File: src/hw/rtl/u2u_pkg.sv
// u2u_pkg: shared types and constants for the utf-8 to utf-16 transcoder
// no dependencies

package u2u_pkg;

   localparam logic [20:0] SuppBase   = 21'h010000;
   localparam logic [15:0] HiSurrBase = 16'hD800;
   localparam logic [15:0] LoSurrBase = 16'hDC00;
   localparam logic [15:0] BmpMax     = 16'hFFFF;
   localparam logic [6:0]  UpperA     = 7'h41;
   localparam logic [6:0]  UpperZ     = 7'h5A;
   localparam logic [6:0]  CaseOffset = 7'h20;

   // number of results caused by one input byte
   localparam logic [1:0] PushNone = 2'd0;
   localparam logic [1:0] PushOne  = 2'd1;
   localparam logic [1:0] PushTwo  = 2'd2;

   typedef struct packed {
      logic [15:0] unit;
      logic        error;
      logic        last_unit;
   } result_type;

   // results from the decoder toward the output queue
   typedef struct packed {
      logic [1:0]  count;
      result_type  first;
      result_type  second;
   } push_type;

endpackage

File: src/hw/rtl/u2u_ifs.sv
// u2u_ifs: channel interfaces of the transcoder (byte input, unit output, csr write)
// depends on nothing

interface u2u_req_if;
   logic       valid;
   logic       ready;
   logic [7:0] byte_in;
   logic       last_byte;
   modport source (output valid, output byte_in, output last_byte, input ready);
   modport sink (input valid, input byte_in, input last_byte, output ready);
endinterface

interface u2u_rsp_if;
   logic        valid;
   logic        ready;
   logic [15:0] unit;
   logic        error;
   logic        last_unit;
   modport source (output valid, output unit, output error, output last_unit, input ready);
   modport sink (input valid, input unit, input error, input last_unit, output ready);
endinterface

interface u2u_csr_if;
   logic valid;
   logic ready;
   logic fold_case;
   modport source (output valid, output fold_case, input ready);
   modport sink (input valid, input fold_case, output ready);
endinterface

File: src/hw/rtl/u2u_decode.sv
// u2u_decode: utf-8 sequence assembly state and utf-16 encoding of each byte
// depends on u2u_pkg

module u2u_decode
   import u2u_pkg::*;
(
   input  logic       clock,
   input  logic       reset,
   input  logic       fold_case,
   input  logic       take,
   input  logic [7:0] byte_in,
   input  logic       last_byte,
   output push_type   push
);

   logic [20:0] partial_ff, partial_in;
   logic [1:0]  owed_ff, owed_in;
   logic        discard_ff, discard_in;

   logic        do_emit;
   logic        do_fail;
   logic [20:0] cp;
   logic [20:0] cp_fold;
   logic [20:0] cp_supp;
   logic [20:0] gathered;
   logic [1:0]  owed_dec;

   always_comb begin
      partial_in = partial_ff;
      owed_in    = owed_ff;
      discard_in = discard_ff;
      do_emit    = 1'b0;
      do_fail    = 1'b0;
      cp         = 21'd0;
      gathered   = {partial_ff[14:0], byte_in[5:0]};
      owed_dec   = owed_ff - 2'd1;

      if (discard_ff) begin
         if (last_byte) begin
            discard_in = 1'b0;
         end
      end else if (owed_ff == 2'd0) begin
         if (byte_in[7] == 1'b0) begin
            partial_in = 21'd0;
            cp         = {13'd0, byte_in};
            do_emit    = 1'b1;
         end else if (byte_in[7:5] == 3'b110) begin
            partial_in = {16'd0, byte_in[4:0]};
            owed_in    = 2'd1;
            do_fail    = last_byte;
         end else if (byte_in[7:4] == 4'b1110) begin
            partial_in = {17'd0, byte_in[3:0]};
            owed_in    = 2'd2;
            do_fail    = last_byte;
         end else if (byte_in[7:3] == 5'b11110) begin
            partial_in = {18'd0, byte_in[2:0]};
            owed_in    = 2'd3;
            do_fail    = last_byte;
         end else begin
            do_fail = 1'b1;
         end
      end else if (byte_in[7:6] != 2'b10) begin
         do_fail = 1'b1;
      end else begin
         owed_in = owed_dec;
         if (owed_dec == 2'd0) begin
            partial_in = 21'd0;
            cp         = gathered;
            do_emit    = 1'b1;
         end else begin
            partial_in = gathered;
            do_fail    = last_byte;
         end
      end

      // an error drops the partial sequence and, mid-string, the rest of the string
      if (do_fail) begin
         partial_in = 21'd0;
         owed_in    = 2'd0;
         discard_in = ~last_byte;
      end
   end

   // case folding and surrogate split
   always_comb begin
      cp_fold = cp;
      if (fold_case && cp >= {14'd0, UpperA} && cp <= {14'd0, UpperZ}) begin
         cp_fold = cp + {14'd0, CaseOffset};
      end
      cp_supp = cp_fold - SuppBase;

      push.count  = PushNone;
      push.first  = '{unit: 16'd0, error: 1'b1, last_unit: 1'b1};
      push.second = '{unit: LoSurrBase | {6'd0, cp_supp[9:0]}, error: 1'b0,
                      last_unit: last_byte};
      if (take) begin
         if (do_fail) begin
            push.count = PushOne;
         end else if (do_emit) begin
            if (cp_fold <= {5'd0, BmpMax}) begin
               push.count = PushOne;
               push.first = '{unit: cp_fold[15:0], error: 1'b0, last_unit: last_byte};
            end else begin
               push.count = PushTwo;
               push.first = '{unit: HiSurrBase | {6'd0, cp_supp[19:10]}, error: 1'b0,
                              last_unit: 1'b0};
            end
         end
      end
   end

   always_ff @(posedge clock) begin
      if (reset) begin
         partial_ff <= 21'd0;
         owed_ff    <= 2'd0;
         discard_ff <= 1'b0;
      end else if (take) begin
         partial_ff <= partial_in;
         owed_ff    <= owed_in;
         discard_ff <= discard_in;
      end
   end

endmodule

File: src/hw/rtl/u2u_rsp_queue.sv
// u2u_rsp_queue: four-entry result queue, takes up to two results per cycle
// depends on u2u_pkg

module u2u_rsp_queue
   import u2u_pkg::*;
(
   input  logic       clock,
   input  logic       reset,
   input  push_type   push,
   output logic       has_room,
   output logic       out_valid,
   input  logic       out_ready,
   output result_type out_data
);

   result_type  mem_ff [4];
   logic [1:0]  wr_ptr_ff, wr_ptr_in;
   logic [1:0]  rd_ptr_ff, rd_ptr_in;
   logic [2:0]  count_ff, count_in;
   logic        pop;

   assign pop       = out_valid && out_ready;
   assign out_valid = (count_ff != 3'd0);
   assign out_data  = mem_ff[rd_ptr_ff];
   // room for a surrogate pair
   assign has_room  = (count_ff <= 3'd2);

   always_comb begin
      wr_ptr_in = wr_ptr_ff + push.count;
      rd_ptr_in = rd_ptr_ff + {1'b0, pop};
      count_in  = count_ff + {1'b0, push.count} - {2'd0, pop};
   end

   always_ff @(posedge clock) begin
      if (push.count != PushNone) begin
         mem_ff[wr_ptr_ff] <= push.first;
      end
      if (push.count == PushTwo) begin
         mem_ff[wr_ptr_ff + 2'd1] <= push.second;
      end
   end

   always_ff @(posedge clock) begin
      if (reset) begin
         wr_ptr_ff <= 2'd0;
         rd_ptr_ff <= 2'd0;
         count_ff  <= 3'd0;
      end else begin
         wr_ptr_ff <= wr_ptr_in;
         rd_ptr_ff <= rd_ptr_in;
         count_ff  <= count_in;
      end
   end

endmodule

File: src/hw/rtl/utf8_to_utf16_transcoder.sv
// utf8_to_utf16_transcoder: top level, byte-stream utf-8 to utf-16 code units
// depends on u2u_pkg, u2u_ifs, u2u_decode, u2u_rsp_queue
//
// usage
//   req_chan: one utf-8 byte per transfer, last_byte flags the final byte of a string
//   rsp_chan: one utf-16 code unit per transfer; error=1 (unit 0) flags a bad or
//     cut-off string, the rest of which is then dropped; last_unit closes the string
//   csr_chan: writes fold_case (lowercase ascii A-Z); always ready, write only when idle
// a byte's results go straight into the result queue, which serves as the output register
// throughput: one byte per cycle while the queue has room; a byte gives zero, one or two results
//   (two only for a four-byte sequence, so the output keeps pace at one unit a cycle)
// req_ready is low while the four-entry result queue holds three or more units
// reset clears the sequence state, fold_case and the queue; no sweep is needed
// a stalled receiver fills the queue and then back-pressures the byte input

module utf8_to_utf16_transcoder
   import u2u_pkg::*;
(
   input  logic   clock,
   input  logic   reset,
   u2u_req_if.sink   req_chan,
   u2u_rsp_if.source rsp_chan,
   u2u_csr_if.sink   csr_chan
);

   logic       fold_case_ff;
   logic       has_room;
   logic       take;
   push_type   push;
   result_type head;

   // config register, accepted in any cycle
   assign csr_chan.ready = 1'b1;

   always_ff @(posedge clock) begin
      if (reset) begin
         fold_case_ff <= 1'b0;
      end else if (csr_chan.valid) begin
         fold_case_ff <= csr_chan.fold_case;
      end
   end

   // byte transfer
   assign req_chan.ready = has_room;
   assign take           = req_chan.valid && has_room;

   u2u_decode u_decode (
      .clock     (clock),
      .reset     (reset),
      .fold_case (fold_case_ff),
      .take      (take),
      .byte_in   (req_chan.byte_in),
      .last_byte (req_chan.last_byte),
      .push      (push)
   );

   // result queue doubles as the output register
   u2u_rsp_queue u_queue (
      .clock     (clock),
      .reset     (reset),
      .push      (push),
      .has_room  (has_room),
      .out_valid (rsp_chan.valid),
      .out_ready (rsp_chan.ready),
      .out_data  (head)
   );

   assign rsp_chan.unit      = head.unit;
   assign rsp_chan.error     = head.error;
   assign rsp_chan.last_unit = head.last_unit;

endmodule

File: src/flat_wrapper.sv
// flat-port wrapper written by rule: the top's interface ports become plain ports
module utf8_to_utf16_transcoder_flat import u2u_pkg::*;
  (clock, reset, req_chan_valid, req_chan_byte_in, req_chan_last_byte, req_chan_ready, rsp_chan_valid, rsp_chan_unit, rsp_chan_error, rsp_chan_last_unit, rsp_chan_ready, csr_chan_valid, csr_chan_fold_case, csr_chan_ready);
  u2u_req_if req_chan_i ();
  u2u_rsp_if rsp_chan_i ();
  u2u_csr_if csr_chan_i ();
  input  logic clock;
  input  logic reset;
  input wire logic [$bits(req_chan_i.valid)-1:0] req_chan_valid;
  input wire logic [$bits(req_chan_i.byte_in)-1:0] req_chan_byte_in;
  input wire logic [$bits(req_chan_i.last_byte)-1:0] req_chan_last_byte;
  output wire logic [$bits(req_chan_i.ready)-1:0] req_chan_ready;
  output wire logic [$bits(rsp_chan_i.valid)-1:0] rsp_chan_valid;
  output wire logic [$bits(rsp_chan_i.unit)-1:0] rsp_chan_unit;
  output wire logic [$bits(rsp_chan_i.error)-1:0] rsp_chan_error;
  output wire logic [$bits(rsp_chan_i.last_unit)-1:0] rsp_chan_last_unit;
  input wire logic [$bits(rsp_chan_i.ready)-1:0] rsp_chan_ready;
  input wire logic [$bits(csr_chan_i.valid)-1:0] csr_chan_valid;
  input wire logic [$bits(csr_chan_i.fold_case)-1:0] csr_chan_fold_case;
  output wire logic [$bits(csr_chan_i.ready)-1:0] csr_chan_ready;
  assign req_chan_i.valid = req_chan_valid;
  assign req_chan_i.byte_in = req_chan_byte_in;
  assign req_chan_i.last_byte = req_chan_last_byte;
  assign req_chan_ready = req_chan_i.ready;
  assign rsp_chan_valid = rsp_chan_i.valid;
  assign rsp_chan_unit = rsp_chan_i.unit;
  assign rsp_chan_error = rsp_chan_i.error;
  assign rsp_chan_last_unit = rsp_chan_i.last_unit;
  assign rsp_chan_i.ready = rsp_chan_ready;
  assign csr_chan_i.valid = csr_chan_valid;
  assign csr_chan_i.fold_case = csr_chan_fold_case;
  assign csr_chan_ready = csr_chan_i.ready;
  utf8_to_utf16_transcoder u_core (.clock(clock), .reset(reset), .req_chan(req_chan_i), .rsp_chan(rsp_chan_i), .csr_chan(csr_chan_i));
endmodule
File: config.mk
export PLATFORM = sky130hd
export DESIGN_NAME = utf8_to_utf16_transcoder_flat
export DESIGN_NICKNAME = d
export VERILOG_FILES = /design/src/hw/rtl/u2u_pkg.sv /design/src/hw/rtl/u2u_ifs.sv /design/src/hw/rtl/u2u_decode.sv /design/src/hw/rtl/u2u_rsp_queue.sv /design/src/hw/rtl/utf8_to_utf16_transcoder.sv /design/src/flat_wrapper.sv
export SDC_FILE = /design/constraint.sdc
export NUM_CORES = 1
export LEC_CHECK = 0
export ABC_AREA = 1
export ABC_CLOCK_PERIOD_IN_PS = 4900
export BUFFER_PORTS_ARGS = -buffer_cell sky130_fd_sc_hd__buf_2
export CAP_MARGIN = 20
export CORE_ASPECT_RATIO = 2
export CORE_UTILIZATION = 50
export DETAILED_ROUTE_END_ITERATION = 7
export PLACE_DENSITY = 0.68
export SYNTH_ARGS = -nofsm -noshare
export SYNTH_HDL_FRONTEND = slang
export SYNTH_SLANG_ARGS = --single-unit
File: constraint.sdc
create_clock -name clock -period 4.9 [get_ports clock]
set_clock_uncertainty 0.05 [all_clocks]
set_input_delay 0.49 -clock clock [delete_from_list [all_inputs] [get_ports clock]]
set_output_delay 0.49 -clock clock [all_outputs]
set_load 0.02 [all_outputs]
==> run summary, run 1 <==
R2R Path End: u_core.u_queue.count_ff[2]
Library cells used by synthesis: 44
Critical path type: register to register
Timing-limited maximum frequency: 225.4 MHz
Unrepaired setup endpoints after global routing: no
Max clock buf depth: 2
Placement-stage worst setup slack: 0.5274 ns
Global route overflow: 0
Part of the Yosys area used for sequential elements: 43.97%
Headroom to the max-slew limit: 38.29%
Finished Layout Cells: 882
Number of nets in the synthesized netlist: 742
Ys flop type: dfxtp_1
R2R cell count: 25
Final Cycle Share: 90.55%
Worst Hold Endpoint: u_core.fold_case_ff
Transition at the pin with the smallest max-transition slack: 0.9200 ns
Most frequent cell after synthesis: nand2_1
Number of enable flip-flop cells after synthesis: 44
Pin count of the biggest net entering global routing: 39
Horizontal die dimension: 75.92 microns
Clock tree from TritonCTS: built
Cell Pwr Density: 505.7 nW/um^2
Residual DRC: 0
Final count of negative-setup-slack endpoints: 0
Total Routed Length: 16.45 mm
Area of the core: 10540 sq um
Total inserted antenna cells: 0
Synthesized area per cell: 7.621 sq um
Highest net fanout along the worst path: 14
Vias in the first global route: 5174
Final standard cell area without fillers: 6067 sq um
Final Worst Setup Slack: 0.4629 ns
Period minus WS final: 4.437 ns
Startpoint types: register
Multi-input gate area: 2676 sq um
Fraction of post-synthesis cell area in the top cell type by area: 24.18%
Number of cells produced by synthesis: 717
Antenna violations before repair: 0
Clock latency on the worst-skew pair: 0.34 ns
Ratio of routed vias to standard cells: 6.029
Minimum setup slack among reg-to-reg paths: 0.46 ns
Most used cell, CP: nand2_1
Leak: 0.002485 uW
Cell at the slowest stage of the critical path: dfxtp_1
Placer congestion estimate: 0.9548
Reg-to-Reg Start: u_core.u_decode.owed_ff[1]
Maximum vdd ir drop: 0.0002927 V
Remaining antenna violation count: 0
# nets final: 765
Result of the run: completed
Pins over their slew limit: 0
Total number of vias: 5318
Count of maximum capacitance violations: 0
Starting utilization of the core area: 51.82%
Cell area after placement: 5723 sq um
Detailed-router iteration count before antenna repair: 5
Post-CTS setup buffer count: 0
Hold violation count in the final report: 0
Detailed router's first-iteration violation count: 475
Fillcell total: 975
Clock root cell: clkbuf_16
Area growth from synthesis to final layout: 11.04%
Vertical die dimension: 149.8 microns
Synth top cells by count: 139 x nand2_1, 89 x nor2_1, 82 x o21ai_0, 54 x dfxtp_1, 53 x nand3_1
FF+latch count, synth: 98
Slowest Stage Delay on Critical Path: 0.69 ns
PortBufs: 34
H-tree level count: 3
Signal arrival time at the worst endpoint: 4.62 ns
Top Ports: 36
Global-route wire length before repair: 25.84 mm
Kind of cell adding the most delay to the critical path: simple AND/OR/NAND/NOR gates
Worst hold path class: primary input to register
Overall power: 3068 uW
Req. time, crit path: 5.09 ns
Clock transition at path regs: 0.07 ns
Cell area after synthesis: 5464 sq um
Cell types occupying the most area after synthesis: edfxtp_1 24%, dfxtp_1 20%, nand2_1 9.5%, o21ai_0 7.5%, nor2_1 6.1%
Placed Instances: 866
Number of buffers inserted during clock tree synthesis: 9
Post-synthesis async set-or-reset flop share: 0%
Endpoint class of the critical path: register
Die area: 11380 sq um
Global routing usage summed across all routing layers: 29.85%
Post-route setup TNS: 0 ns
Cell depth of the worst hold path: 2
Placement row count: 53
CP bufs+invs: 2
Area leader, netlist: edfxtp_1
TritonCTS Sinks: 98
Yosys Warn Count: 0
Final HPWL DP: 11.92 mm
Register Area: 2402 sq um
Startpoint of the tightest hold check path: csr_chan_valid
Fraction of final layout cells with drive strength greater than 1: 12.48%
WL/cell: 18.66 microns
worst max-delay path by stage:
stage	end	from	slack, ns	cells past startpoint
3_3_place_gp	u_core.u_queue.count_ff[2]	u_core.u_decode.owed_ff[1]	0.73	28
2_1_floorplan	u_core.u_queue.count_ff[2]	req_chan_byte_in[7]	1.28	29
6_report	u_core.u_queue.count_ff[2]	u_core.u_decode.owed_ff[1]	0.46	25
3_5_place_dp	u_core.u_queue.count_ff[2]	u_core.u_decode.owed_ff[1]	0.53	25
5_1_grt	u_core.u_queue.count_ff[2]	u_core.u_decode.owed_ff[1]	0.03	25
4_1_cts	u_core.u_queue.count_ff[2]	u_core.u_decode.owed_ff[1]	0.49	28
cell type report:
class / count / area share, %
clock buffers: 11 / 4.537
inverters: 62 / 3.836
multi-input cells: 525 / 44.11
repair buffers: 44 / 4.042
flip-flops and latches: 98 / 39.60
well taps: 137 / 2.825
clock inverters: 5 / 1.052
power breakdown:
group | total [uW] | internal (uW) | switching (uW)
combinational | 1170 | 342 | 830
sequential | 1120 | 1020 | 100
clock | 776 | 463 | 312
total | 3070 | 1830 | 1240
worst reg2reg max path, stage by stage (launching register included):
cell and delay, ns:
dfxtp_1 0.69, nor2_4 0.10, nand2_1 0.17, nand2_4 0.11, nand2_1 0.07, nor2_1 0.08
ha_1 0.22, nor2_1 0.16, nand2_1 0.13, a21oi_2 0.20, nand3_1 0.11, nand2_2 0.14
nand3_1 0.08, nor2_1 0.12, nand3_2 0.28, nand2_2 0.14, nand2_1 0.09, nand2_1 0.10
inv_1 0.05, ha_1 0.26, inv_1 0.04, ha_1 0.20, fa_1 0.37, xor2_1 0.17
o21ai_0 0.16, a21oi_1 0.05
metal layers:
| layer | GRT usage (%) | part of all wire, % | wire (microns) | vias up |
|---|---|---|---|---|
| met1 | 29.37 | 36 | 5887 | 2485 |
| li1 | - | - | - | 2522 |
| met5 | 0 | 0 | 0 | - |
| met2 | 56.14 | 53 | 8698 | 231 |
| met4 | 20.19 | 6.3 | 1042 | 0 |
| met3 | 5.488 | 5.0 | 826 | 80 |
metrics by stage:
stage | util (%) | hold slack, ns
floorplan | - | 0.3766
global placement | 54.28 | 0.3870
detailed placement | 54.28 | 0.3954
CTS | 57.49 | 0.2829
global route | 57.54 | 0.2863
finish | 57.54 | 0.2869
cell families after synthesis:
logic type      synth area share, %
simple gates                  29.29
xor+xnor                     0.6413
other cells                 0.06863
compound gates                16.46
fa+ha+maj                     2.427
buf+inv                       7.145
flops                         43.97
state kept, by name (all words and copies together) (netlist names):
signal,cells
u_core.u_queue.wr_ptr_ff,2
u_core.u_decode.discard_ff,1
u_core.u_queue.count_ff,3
u_core.u_decode.partial_ff,15
u_core.u_queue.mem_ff,72
u_core.u_queue.rd_ptr_ff,2
u_core.u_decode.owed_ff,2
u_core.fold_case_ff,1
what timing repair did:
item	CTS	global route
hold endpoints to repair	0	0
resized for setup	0	1
setup endpoints to repair	0	1
hold buffers	0	0
cells in the final DEF, fill, tap and decap left out, drive strengths merged, types with 2 or more instances in the layout:
cell	n
a211oi	8
xnor2	2
edfxtp	44
buf	44
xor2	2
a31oi	6
nand3b	3
o21ai	99
o22ai	20
o211ai	3
nor3	4
clkinv	2
a21oi	18
ha	9
o21bai	2
dfxtp	54
nand4	36
a22oi	2
clkbuf	11
nand2	149
inv	63
nand3	59
nor2	94
Power figures use the tool's default switching activity.
==> run 2, diff against run 1 <==
--- a/config.mk
+++ b/config.mk
@@ -12,7 +12,8 @@
 export CORE_ASPECT_RATIO = 2
 export CORE_UTILIZATION = 50
 export DETAILED_ROUTE_END_ITERATION = 7
-export PLACE_DENSITY = 0.68
+export HOLD_SLACK_MARGIN = 0.15
+export PLACE_DENSITY = 0.77
 export SYNTH_ARGS = -nofsm -noshare
 export SYNTH_HDL_FRONTEND = slang
 export SYNTH_SLANG_ARGS = --single-unit
==> run summary, run 2 (synthesis results as in run 1) <==
Result of the run: completed
Cell depth of the worst hold path: 2 (unchanged)
Total Routed Length: 16.28 mm (-1.1%)
Global route overflow: 0 (unchanged)
# nets final: 765 (unchanged)
Endpoint class of the critical path: register
Number of flip-flops under the largest register name: 72 (unchanged)
Final count of negative-setup-slack endpoints: 0 (unchanged)
Cell Pwr Density: 499.0 nW/um^2 (-1.3%)
Leak: 0.002464 uW (-0.85%)
Headroom to the max-slew limit: 37.75% (-0.54 points)
Placement row count: 53 (unchanged)
Die area: 11380 sq um (unchanged)
Number of buffers inserted during clock tree synthesis: 9 (unchanged)
Clock root cell: clkbuf_16
Net switching power of the design: 1273 uW (+2.5%)
Registers with the most flip-flops: u_core.u_queue.mem_ff x72, u_core.u_decode.partial_ff x15, u_core.u_queue.count_ff x3
Worst hold path class: primary input to register
Timing-limited maximum frequency: 222.4 MHz (-1.3%)
Horizontal die dimension: 75.92 microns (unchanged)
Placer congestion estimate: 0.9292 (-2.7%)
PortBufs: 34 (unchanged)
WL/cell: 18.45 microns (-1.1%)
Vias in the first global route: 5300 (+2.4%)
Period minus WS final: 4.497 ns (+0.06032 ns)
Area of the core: 10540 sq um (unchanged)
Clock tree from TritonCTS: built
Detailed router's first-iteration violation count: 573 (+21%)
Slowest Stage Delay on Critical Path: 0.69 ns (about the same)
Comb power frac: 39.0% (+0.8 points)
H-tree level count: 3 (unchanged)
Clk pwr share: 23.7% (-1.6 points)
Final Cycle Share: 91.78% (+1.2 points)
Req. time, crit path: 5.10 ns (about the same)
Max clock buf depth: 2 (unchanged)
Global routing usage summed across all routing layers: 29.77% (-0.082 points)
Reg with most FFs: u_core.u_queue.mem_ff
Starting utilization of the core area: 51.82% (unchanged)
Antenna violations before repair: 0 (unchanged)
Post-route setup TNS: 0 ns (unchanged)
Count of hold-fix buffers inserted at cts: 0 (unchanged)
Switching share of power: 42.37% (+1.9 points)
Ratio of routed vias to standard cells: 6.112 (+1.4%)
Finished Core Util: 57.10% (-0.44 points)
Pin count of the biggest net entering global routing: 40 (+2.6%)
Maximum vdd ir drop: 0.0002810 V (-4.0%)
Overall power: 3004 uW (-2.1%)
Internal cell power: 1731 uW (-5.2%)
Area growth from synthesis to final layout: 10.19%
Vertical die dimension: 149.8 microns (unchanged)
Total number of vias: 5391 (+1.4%)
Pins over their slew limit: 0 (unchanged)
Total inserted antenna cells: 0 (unchanged)
Fraction of final layout cells with drive strength greater than 1: 12.48% (unchanged)
Final HPWL DP: 11.69 mm (-1.9%)
Residual DRC: 0 (unchanged)
Clock transition at path regs: 0.08 ns (about the same)
Hold violation count in the final report: 0 (unchanged)
Commonest cells after routing, fill and taps aside: 139 x nand2_1, 89 x nor2_1, 82 x o21ai_0
Fillcell total: 951 (-2.5%)
Critical path type: register to register
Count of maximum capacitance violations: 0 (unchanged)
Sequential fraction of design power: 37.3% (+0.8 points)
Remaining antenna violation count: 0 (unchanged)
Most common library cell in the layout ignoring fill and taps: nand2_1
Global-route wire length before repair: 26.05 mm (+0.83%)
Startpoint types: register
Signal arrival time at the worst endpoint: 4.70 ns (+0.08 ns)
TritonCTS Sinks: 98 (unchanged)
Most used cell, CP: nand3_1
Cell at the slowest stage of the critical path: dfxtp_1
Top Ports: 36 (unchanged)
Highest net fanout along the worst path: 14 (unchanged)
Detailed-router iteration count before antenna repair: 6 (+1)
Transition at the pin with the smallest max-transition slack: 0.9281 ns (+0.008089 ns)
Clock latency on the worst-skew pair: 0.36 ns (+0.02 ns)
Unrepaired setup endpoints after global routing: no
R2R cell count: 25 (unchanged)
## run 2: changes by cell type in the layout (fill, tap and decap cells not counted)
cell | before | now
inv_6 | 1 | 2
bufinv_16 | 1 | 0
clkbuf_8 | 0 | 1
clkbuf_16 | 11 | 9
inv_8 | 1 | 2
## run 2: metrics by stage
step           hold slack (ns)  worst slack, ns  area (sq um)  cells
2_1_floorplan           0.3766            1.275          5464    717
3_3_place_gp            0.3887           0.7678          5723    866
3_5_place_dp            0.3896           0.5189          5723    866
4_1_cts                 0.2677           0.4504          6016    882
5_1_grt                 0.2773         0.004436          6021    882
6_report                0.2676           0.4026          6021    882
## run 2: area by class of cell
class / instances / area (sq um) / area share, %
flip-flops and latches: 98 / 2402 / 39.90
clock buffers: 10 / 239.0 / 3.969
well taps: 137 / 171.4 / 2.847
inverters: 62 / 232.7 / 3.865
repair buffers: 44 / 245.2 / 4.073
clock inverters: 6 / 53.80 / 0.8936
multi-input cells: 525 / 2676 / 44.45
## run 2: power by group through the flow
stage                     clock [uW]  combinational (uW)  sequential (uW)
after CTS                        709                1160             1110
after global routing             744                1300             1140
final                            713                1170             1120
after global placement             0                1110             1130
after detailed placement           0                1160             1130
after floorplan                    0                 835             1100
## run 2: what timing repair did
action,4_1_cts,5_1_grt
setup endpoints to repair,0,1
setup buffers,0,0
gates resized for setup,0,1
## run 2: path summary, 6_finish.rpt
| kind | startpoint | to | slack (ns) |
|---|---|---|---|
| worst max-delay path | u_core.u_decode.owed_ff[1] | u_core.u_queue.count_ff[2] | 0.40 |
| worst max register to register | u_core.u_decode.owed_ff[1] | u_core.u_queue.count_ff[2] | 0.40 |
| worst min register to register | u_core.u_queue.mem_ff[3][13] | u_core.u_queue.mem_ff[3][13] | 0.41 |
| worst min-delay path | csr_chan_valid | u_core.fold_case_ff | 0.27 |
## run 2: routing by layer
metal  GRT usage (%)  vias to the layer above  wire [microns]
met2           54.64                      288            8491
met5               0                        -               0
met1           30.25                     2486            5665
met3           4.878                       89            1045
met4           21.54                        0            1073
li1                -                     2528               -
## run 2: worst max-delay path: cells and delay by family (launching register included)
kind / cells / cell delay, ns
flops: 1 / 0.69
simple gates: 12 / 1.62
xor+xnor: 1 / 0.16
buf+inv: 4 / 0.32
compound gates: 4 / 0.48
fa+ha+maj: 4 / 1.07
